--- src/design/gpmg_pkg.sv ---
// ----------------------------------------------------------------------------
// gpmg_pkg
// Shared constants, types and codes of the greedy particle matcher.
// ----------------------------------------------------------------------------
package gpmg_pkg;

   localparam int PARTICLES = 512;
   localparam int IDX_W     = (PARTICLES > 1) ? $clog2(PARTICLES) : 1;
   localparam int CNT_W     = $clog2(PARTICLES + 1);

   localparam int SEL_W     = 9;
   localparam int POS_W     = 18;
   localparam int PROG_W    = 17;
   localparam int FRAMES_W  = 7;
   localparam int KIND_W    = 3;
   localparam int CSR_IDX_W = 2;

   localparam logic [PROG_W-1:0]   ONE_Q16      = 17'h10000;
   localparam logic [POS_W-1:0]    EASE_K       = 18'd196608;
   localparam logic [FRAMES_W-1:0] FRAMES_RESET = 7'd40;

   typedef logic signed [POS_W-1:0] pos_type;

   typedef enum logic [KIND_W-1:0] {
      KIND_LOAD   = 3'd0,
      KIND_BEGIN  = 3'd1,
      KIND_TARGET = 3'd2,
      KIND_FINISH = 3'd3,
      KIND_TICK   = 3'd4,
      KIND_READ   = 3'd5
   } kind_type;

   typedef enum logic [CSR_IDX_W-1:0] {
      CSR_CENTER_X     = 2'd0,
      CSR_CENTER_Y     = 2'd1,
      CSR_MORPH_FRAMES = 2'd2
   } csr_idx_type;

   typedef enum logic [2:0] {
      OP_CLEAR,
      OP_LOAD,
      OP_BEGIN,
      OP_SCAN,
      OP_FINISH,
      OP_TICK,
      OP_READ,
      OP_CLAIM
   } op_type;

   typedef struct packed {
      pos_type cur_x;
      pos_type cur_y;
      pos_type org_x;
      pos_type org_y;
      pos_type goal_x;
      pos_type goal_y;
      logic    claimed;
      logic    active;
   } entry_type;

   localparam int ENTRY_W = $bits(entry_type);

   typedef enum logic [3:0] {
      ST_CLEAR_GO,
      ST_CLEAR_RUN,
      ST_IDLE,
      ST_EXEC,
      ST_DIV,
      ST_STEP,
      ST_EASE1,
      ST_EASE2,
      ST_RUN,
      ST_CLAIM,
      ST_CLAIM_RUN,
      ST_RESP
   } state_type;

   typedef struct packed {
      logic   latch;
      logic   eng_start;
      logic   single;
      op_type op;
      logic   div_start;
      logic   prog_step;
      logic   prog_zero;
      logic   out_load;
   } cmd_type;

   typedef struct packed {
      logic [KIND_W-1:0] kind;
      logic              sel_ok;
      logic              busy;
      logic              div_busy;
      logic              prog_done;
      logic              found;
      logic              out_full;
   } stat_type;

endpackage

--- src/design/gpmg_ctrl.sv ---
// ----------------------------------------------------------------------------
// gpmg_ctrl
// Sequencer: dispatches each transaction to the sweep engine, divider and
// easing stages, then hands the result to the response register.
// ----------------------------------------------------------------------------
module gpmg_ctrl (
   input  logic               clock,
   input  logic               reset,
   input  logic               req_valid,
   output logic               req_ready,
   input  gpmg_pkg::stat_type stat,
   output gpmg_pkg::cmd_type  cmd
);
   import gpmg_pkg::*;

   state_type state_ff;
   state_type state_in;

   always_ff @(posedge clock) begin
      if (reset) begin
         state_ff <= ST_CLEAR_GO;
      end else begin
         state_ff <= state_in;
      end
   end

   // next state
   always_comb begin
      state_in = state_ff;
      unique case (state_ff)
         ST_CLEAR_GO:  state_in = ST_CLEAR_RUN;
         ST_CLEAR_RUN: if (!stat.busy) state_in = ST_IDLE;
         ST_IDLE:      if (req_valid) state_in = ST_EXEC;
         ST_EXEC: begin
            case (stat.kind) inside
               KIND_LOAD, KIND_READ: state_in = stat.sel_ok ? ST_RUN : ST_RESP;
               KIND_BEGIN, KIND_TARGET, KIND_FINISH: state_in = ST_RUN;
               KIND_TICK:  state_in = stat.prog_done ? ST_RESP : ST_DIV;
               default:    state_in = ST_RESP;
            endcase
         end
         ST_DIV:       if (!stat.div_busy) state_in = ST_STEP;
         ST_STEP:      state_in = ST_EASE1;
         ST_EASE1:     state_in = ST_EASE2;
         ST_EASE2:     state_in = ST_RUN;
         ST_RUN: begin
            if (!stat.busy) begin
               state_in = (stat.kind == KIND_TARGET && stat.found) ? ST_CLAIM : ST_RESP;
            end
         end
         ST_CLAIM:     state_in = ST_CLAIM_RUN;
         ST_CLAIM_RUN: if (!stat.busy) state_in = ST_RESP;
         ST_RESP:      if (!stat.out_full) state_in = ST_IDLE;
         default:      state_in = ST_IDLE;
      endcase
   end

   // outputs
   always_comb begin
      cmd       = '0;
      cmd.op    = OP_CLEAR;
      req_ready = 1'b0;
      unique case (state_ff)
         ST_CLEAR_GO: begin
            cmd.eng_start = 1'b1;
            cmd.op        = OP_CLEAR;
         end
         ST_IDLE: begin
            req_ready = 1'b1;
            cmd.latch = req_valid;
         end
         ST_EXEC: begin
            case (stat.kind)
               KIND_LOAD: begin
                  cmd.eng_start = stat.sel_ok;
                  cmd.single    = 1'b1;
                  cmd.op        = OP_LOAD;
               end
               KIND_READ: begin
                  cmd.eng_start = stat.sel_ok;
                  cmd.single    = 1'b1;
                  cmd.op        = OP_READ;
               end
               KIND_BEGIN: begin
                  cmd.eng_start = 1'b1;
                  cmd.op        = OP_BEGIN;
               end
               KIND_TARGET: begin
                  cmd.eng_start = 1'b1;
                  cmd.op        = OP_SCAN;
               end
               KIND_FINISH: begin
                  cmd.eng_start = 1'b1;
                  cmd.op        = OP_FINISH;
                  cmd.prog_zero = 1'b1;
               end
               KIND_TICK: cmd.div_start = !stat.prog_done;
               default: ;
            endcase
         end
         ST_STEP: cmd.prog_step = 1'b1;
         ST_EASE2: begin
            cmd.eng_start = 1'b1;
            cmd.op        = OP_TICK;
         end
         ST_CLAIM: begin
            cmd.eng_start = 1'b1;
            cmd.single    = 1'b1;
            cmd.op        = OP_CLAIM;
         end
         ST_RESP: cmd.out_load = !stat.out_full;
         default: ;
      endcase
   end

endmodule

--- config.mk ---
export PLATFORM = sky130hd
export DESIGN_NAME = gpmg_ctrl
export DESIGN_NICKNAME = d
export VERILOG_FILES = /design/src/design/gpmg_pkg.sv /design/src/design/gpmg_ctrl.sv
export SDC_FILE = /design/constraint.sdc
export NUM_CORES = 1
export LEC_CHECK = 0
export BUFFER_PORTS_ARGS = -buffer_cell sky130_fd_sc_hd__buf_4
export CELL_PAD_IN_SITES_DETAIL_PLACEMENT = 1
export CELL_PAD_IN_SITES_GLOBAL_PLACEMENT = 2
export CORE_UTILIZATION = 25
export CTS_CLUSTER_DIAMETER = 150
export DETAILED_ROUTE_END_ITERATION = 6
export GPL_TIMING_DRIVEN = 0
export PLACE_DENSITY = 0.89
export SLEW_MARGIN = 0
export SYNTH_ARGS = -nofsm -noshare
export SYNTH_HDL_FRONTEND = slang
export SYNTH_SLANG_ARGS = --single-unit
--- constraint.sdc ---
create_clock -name clock -period 2.2 [get_ports clock]
set_input_delay 0.11 -clock clock [delete_from_list [all_inputs] [get_ports clock]]
set_output_delay 0.11 -clock clock [all_outputs]
set_load 0.02 [all_outputs]
==> reports/metrics.yaml, run 1 <==
place:
  dpl_worst_slack_ns: 0.658
  place_congestion: 0.782
  io_buffers: 19
  dpl.hpwl_um: 1220
  place_area_um2: 714
synth:
  yosysSeqAreaShare: 0.149
  yosysWarnings: 0
  synth_fa_ha_area_frac: 0
  synthDistinctLibCells: 37
  synth_ff_type: "dfxtp_1"
  netlist.area_leader.share: 0.149
  syn-instance-count: 79
  syn_avg_cell_area_um2: 6.81
  ys_async_sr_fraction: 0
  syn-num-nets: 91
  synth-seq-cells: 4
  synthMuxAreaShare: 0.0186
  synthSimpleGateAreaFrac: 0.365
  yosysTopAreaCell: "dfxtp_1"
  synth-compound-area-share: 0.312
  synth_xor_area_frac: 0.0326
  synth_area_um2: 538
  synth_area_leaders: "dfxtp_1 15%, nor2_1 7.0%, a211o_1 4.9%"
  synth_edf_count: 0
  synth_top_family_by_area: "simple AND/OR/NAND/NOR gates"
worst_setup_path:
  crit_required_ns: 2.09
  r2r-start: "state_ff[2]"
  critPathCaptureType: "output port"
  cp_slowest_stage_delay_ns: 0.29
  rr_worst_depth: 5
  crit_end: "cmd[1]"
  critical_path.cell_chain: "buf_2 > nor2b_1 > nand2_1 > or2_1 > nor4bb_2 > buf_4"
  crit_fanout: 8
  regToRegEndpoint: "state_ff[1]"
  reg2reg_setup_slack_ns: 0.81
  critical_path_class: "reg2out"
  cp.arrival_ns: 1.67
  startpoint_type: "flop"
  startpoint: "state_ff[0]"
  critPathSlowestCell: "dfxtp_1"
power:
  powerDensity_mw_per_mm2: 875
  switching_share: 0.466
  p_switching_mw: 0.301
  power_frac_comb: 0.690
  pwr-share-seq: 0.170
  leakage_nw: 0.315
  p_int_mw: 0.344
  clockPowerShare: 0.140
  power.ir.vdd_worst_mv: 0.366
  power.total_mw: 0.645
timing:
  final_max_slew_viol_count: 0
  setup_viol: 0
  fmax_ghz: 0.561
  rsz0062_at_grt: "false"
  relSlewSlack: 0.720
  period_share: 0.811
  fin_setup_tns_ns: 0
  fin_ws_ns: 0.417
  finalHoldViolCount: 0
  tightest_slew_ns: 0.420
  post-route-min-period_ns: 1.78
  fin_skew_ns: 0.00795
clocking:
  cts_num_sinks: 4
  cts_setup_buffers: 0
  h-tree-depth: 1
  clkTransAtPathRegs_ns: 0.04
  clk_latency_ns: 0.24
  numCtsBuffers: 3
  max-clock-path-buffers: 2
  cts_resized: 0
  hold_buffers: 0
  cts_tree: "built"
  clockRootBuffer: "clkbuf_4"
drt:
  routed_wl_um: 1590
  wire_per_inst_um: 12.4
  remaining_drc_errors: 0
  drt-initial-drc-count: 3
  drt_pass1_iterations: 3
  vias_per_cell: 4.91
  vias: 628
  ant_nets: 0
global_route:
  met2_usage: 0.239
  grtUsageMet1: 0.183
  antenna_found_initial: 0
  grt_pass1_vias: 605
  track_usage: 0.137
  grt_max_degree: 11
  busiest_layer: "met2"
  grt_pass1_wl_um: 2630
  overflow: 0
  grt_use_met3: 0.0283
layout:
  final_common_cell: "buf_4"
  most-common-layout-cells: "22 x buf_4, 10 x nor2_1, 5 x nand2_1, 5 x nor3_1, 5 x a21oi_1"
  fillerInstances: 262
  areaGrowthSynthToFinish_pct: 37.0
  layout-drive-gt1-share: 0.327
  reg_top3: "state_ff x4"
  regMostFlops: "state_ff"
  diodes: 0
  nNetsFinal: 115
  final_cell_area_um2: 737
  largest_register_ffs: 4
  final_util: 0.368
die:
  io_pins: 23
  start_util: 0.269
  die_area_mm2: 0.00234
  coreArea_mm2: 0.00200
  die-height_um: 48.4
  die_x_um: 48.4
  row_count: 16
run_status:
  outcome: "completed"
hold_path:
  holdPathStages: 2
  hp-class: "in2reg"
job:
  cap_violations: 0
==> kinds of logic after synthesis <==
family          count (synthesis)
compound gates                 25
xor+xnor                        2
mux                             1
simple gates                   35
buf+inv                        12
flops                           4
==> power by group through the flow <==
stage	registers (mW)	logic [mW]	clock network (mW)
2_1_floorplan	0.106	0.317	0
3_3_place_gp	0.110	0.444	0
3_5_place_dp	0.111	0.447	0
4_1_cts	0.110	0.450	0.0931
5_1_grt	0.112	0.492	0.0990
6_report	0.110	0.445	0.0901
==> synthesized netlist by cell type, types with 2 or more instances <==
cell and count:
nor2_1 10, a21oi_1 5, nand2_1 5, nor3_1 5, dfxtp_1 4, o21ai_0 4, a211o_1 3, a31oi_1 3
buf_4 3, inv_1 3, and3_1 2, buf_2 2, clkbuf_1 2, nor2b_1 2, o211ai_1 2, o21a_1 2
xor2_1 2
==> worst min-delay path by stage <==
stage / from / to / slack (ns)
finish: reset / state_ff[1] / 0.06
global route: reset / state_ff[1] / 0.06
CTS: reset / state_ff[1] / 0.06
detailed placement: reset / state_ff[1] / 0.31
global placement: reset / state_ff[3] / 0.30
floorplan: reset / state_ff[0] / 0.18
==> per-layer routing <==
| metal | part of all wire | up-vias |
|---|---|---|
| li1 | - | 328 |
| met1 | 0.49 | 284 |
| met2 | 0.48 | 16 |
| met3 | 0.030 | 0 |
| met4 | 0 | 0 |
| met5 | 0 | - |
==> stage by stage <==
step	hold WS, ns	std cells
2_1_floorplan	0.179	79
3_3_place_gp	0.304	125
3_5_place_dp	0.311	125
4_1_cts	0.0614	128
5_1_grt	0.0574	128
6_report	0.0635	128
==> critical path, delay by kind of cell, from the launching register on <==
kind / cells / cell delay, ns
buffers and inverters: 2 / 0.34
DFF: 1 / 0.29
and+or+nand+nor: 4 / 0.80
==> final cells by class <==
| class | instances | area, um2 | area share |
|---|---|---|---|
| plain buffers | 8 | 51.3 | 0.0696 |
| clock buffers | 3 | 22.5 | 0.0306 |
| inverters | 4 | 15.0 | 0.0204 |
| multi-input cells | 63 | 392 | 0.531 |
| flip-flops and latches | 4 | 80.1 | 0.109 |
| well taps | 27 | 33.8 | 0.0458 |
| repair buffers | 19 | 143 | 0.194 |
(Power assumes the default switching activity.)
==> run 2, diff against run 1 <==
--- a/config.mk
+++ b/config.mk
@@ -5,14 +5,16 @@
 export SDC_FILE = /design/constraint.sdc
 export NUM_CORES = 1
 export LEC_CHECK = 0
+export ABC_AREA = 1
 export BUFFER_PORTS_ARGS = -buffer_cell sky130_fd_sc_hd__buf_4
 export CELL_PAD_IN_SITES_DETAIL_PLACEMENT = 1
 export CELL_PAD_IN_SITES_GLOBAL_PLACEMENT = 2
-export CORE_UTILIZATION = 25
+export CORE_ASPECT_RATIO = 1.75
+export CORE_UTILIZATION = 19
 export CTS_CLUSTER_DIAMETER = 150
 export DETAILED_ROUTE_END_ITERATION = 6
 export GPL_TIMING_DRIVEN = 0
-export PLACE_DENSITY = 0.89
+export PLACE_DENSITY = 0.81
 export SLEW_MARGIN = 0
 export SYNTH_ARGS = -nofsm -noshare
 export SYNTH_HDL_FRONTEND = slang
==> constraint.sdc (replaced) <==
create_clock -name clock -period 1.43 [get_ports clock]
set_input_delay 0.0715 -clock clock [delete_from_list [all_inputs] [get_ports clock]]
set_output_delay 0.0715 -clock clock [all_outputs]
set_load 0.02 [all_outputs]
==> reports/metrics.yaml, run 2 <==
synth:
  syn-num-nets: 116
  yosysMostFrequentCell: "nand2_1"
  ys_top_cells_by_count: "34 x nand2_1, 20 x inv_1, 10 x nor2_1, 8 x nand3_1"
  synth-seq-cells: 4
  synth_ff_type: "dfxtp_1"
  yosysTopAreaCell: "nand2_1"
  yosysWarnings: 0
  netlist.area_leader.share: 0.231
  yosysSeqAreaShare: 0.145
  ys_async_sr_fraction: 0
  synth_area_um2: 552
  synthDistinctLibCells: 19
  syn-instance-count: 104
  syn_avg_cell_area_um2: 5.31
  synth_edf_count: 0
  synth_area_leaders: "nand2_1 23%, dfxtp_1 15%, inv_1 14%"
clocking:
  h-tree-depth: 1
  hold_buffers: 0
  numCtsBuffers: 3
  cts_num_sinks: 4
  max-clock-path-buffers: 2
  cts_tree: "built"
  clkTransAtPathRegs_ns: 0.03
  clk_latency_ns: 0.21
  clockRootBuffer: "clkbuf_8"
place:
  io_buffers: 22
  dpl.hpwl_um: 1560
  placedCellCount: 153
  place_area_um2: 751
  place_congestion: 0.726
global_route:
  grt_pass1_wl_um: 3000
  grt_pass1_vias: 757
  overflow: 0
  grt_max_degree: 8
  antenna_found_initial: 0
  track_usage: 0.125
power:
  power.total_mw: 1.10
  power.ir.vdd_worst_mv: 0.482
  leakage_nw: 0.474
  powerDensity_mw_per_mm2: 1320
drt:
  drt-initial-drc-count: 5
  remaining_drc_errors: 0
  drt_pass1_iterations: 2
  vias_per_cell: 4.55
  ant_nets: 0
  wire_per_inst_um: 11.2
  routed_wl_um: 1780
  vias: 723
timing:
  fmax_ghz: 0.749
  period_share: 0.933
  final_max_slew_viol_count: 0
  relSlewSlack: 0.803
  post-route-min-period_ns: 1.33
  fin_setup_tns_ns: 0
  setup_viol: 0
  finalHoldViolCount: 0
  fin_skew_ns: 0.000375
  tightest_slew_ns: 0.293
worst_setup_path:
  cp_slowest_stage_delay_ns: 0.36
  critical_path.cell_chain: "nor2_4 > nand2_4 > inv_1 > nand3_1 > nand2_1 > buf_4"
  critPathCaptureType: "output port"
  cp.arrival_ns: 1.26
  critPathSlowestCell: "dfxtp_4"
  crit_fanout: 6
  startpoint_type: "flop"
  crit_required_ns: 1.36
  critical_path_class: "reg2out"
layout:
  final_common_cell: "nand2_1"
  instances_no_fill: 159
  layout-drive-gt1-share: 0.371
  final_cell_area_um2: 833
  most-common-layout-cells: "32 x nand2_1, 25 x buf_4, 19 x inv_1"
  final_util: 0.306
  diodes: 0
  reg_top3: "state_ff x4"
  nNetsFinal: 146
  regMostFlops: "state_ff"
  areaGrowthSynthToFinish_pct: 51.0
  largest_register_ffs: 4
die:
  io_pins: 23
  die_x_um: 42.7
  die-height_um: 73.3
  die_area_mm2: 0.00313
  row_count: 25
  coreArea_mm2: 0.00272
  start_util: 0.203
job:
  cap_violations: 0
run_status:
  outcome: "completed"
hold_path:
  hp-class: "in2reg"
## run 2: changes by cell type after synthesis, sizes merged, moves of 3 or more
cell   change
a31oi      -3
nand3      +9
inv       +18
nor2       +4
buf        -6
nand2     +32
nor3       -5
a211o      -3
## run 2: area by class of cell
type | instances | area, um2
sequential | 4 | 92.6
clock buffer | 3 | 41.3
fill | 369 | 1890
timing repair buffer | 25 | 188
tap | 27 | 33.8
inverter | 23 | 88.8
multi-input combinational | 77 | 389
## run 2: logic make-up (layout without fill, tap and decap cells)
| group | count (synthesis) | in the layout | share of synthesized area |
|---|---|---|---|
| flip-flops | 4 | 4 | 0.145 |
| AND/OR/NAND/NOR | 65 | 65 | 0.576 |
| AO/OA/AOI/OAI | 12 | 12 | 0.120 |
| buffers and inverters | 23 | 51 | 0.159 |
## run 2: power by group
group	total (mW)	internal, mW	leakage (nW)	switching (mW)
clock network	0.228	0.179	0.0216	0.0497
registers	0.214	0.152	0.0353	0.0618
logic	0.657	0.265	0.417	0.392
total	1.10	0.596	0.474	0.503
## run 2: worst paths after layout
check              startpoint     endpoint  slack, ns  cells past startpoint
hold / removal          reset  state_ff[3]       0.04                      2
setup / recovery  state_ff[2]       cmd[7]        0.1                      6
hold reg to reg   state_ff[0]  state_ff[0]       0.51                      2
setup reg to reg  state_ff[2]  state_ff[0]       0.11                      8
## run 2: routing by layer
| metal | share of wire | GRT usage | routed length [um] |
|---|---|---|---|
| met4 | 0 | 0.0382 | 0 |
| met1 | 0.32 | 0.0984 | 570 |
| met2 | 0.65 | 0.281 | 1160 |
| met5 | 0 | 0 | 0 |
| met3 | 0.025 | 0.0197 | 45 |
## run 2: timing repair
item                                    4_1_cts  5_1_grt
setup buffers                                 0        3
pin swaps                                     0        2
endpoints found under the setup margin        3       11
resized for setup                             4        8
## run 2: worst max-delay path: cells and delay by family (launching register included)
| family | cells | cell delay, ns |
|---|---|---|
| buffers and inverters | 2 | 0.23 |
| DFF | 1 | 0.36 |
| and+or+nand+nor | 4 | 0.45 |
## run 2: per-stage QoR
stage	setup WS [ns]	hold slack, ns
2_1_floorplan	0.177	0.141
4_1_cts	0.00594	0.0358
5_1_grt	-0.000763	0.0317
3_5_place_dp	0.0397	0.266
3_3_place_gp	0.0516	0.259
6_report	0.0952	0.0394
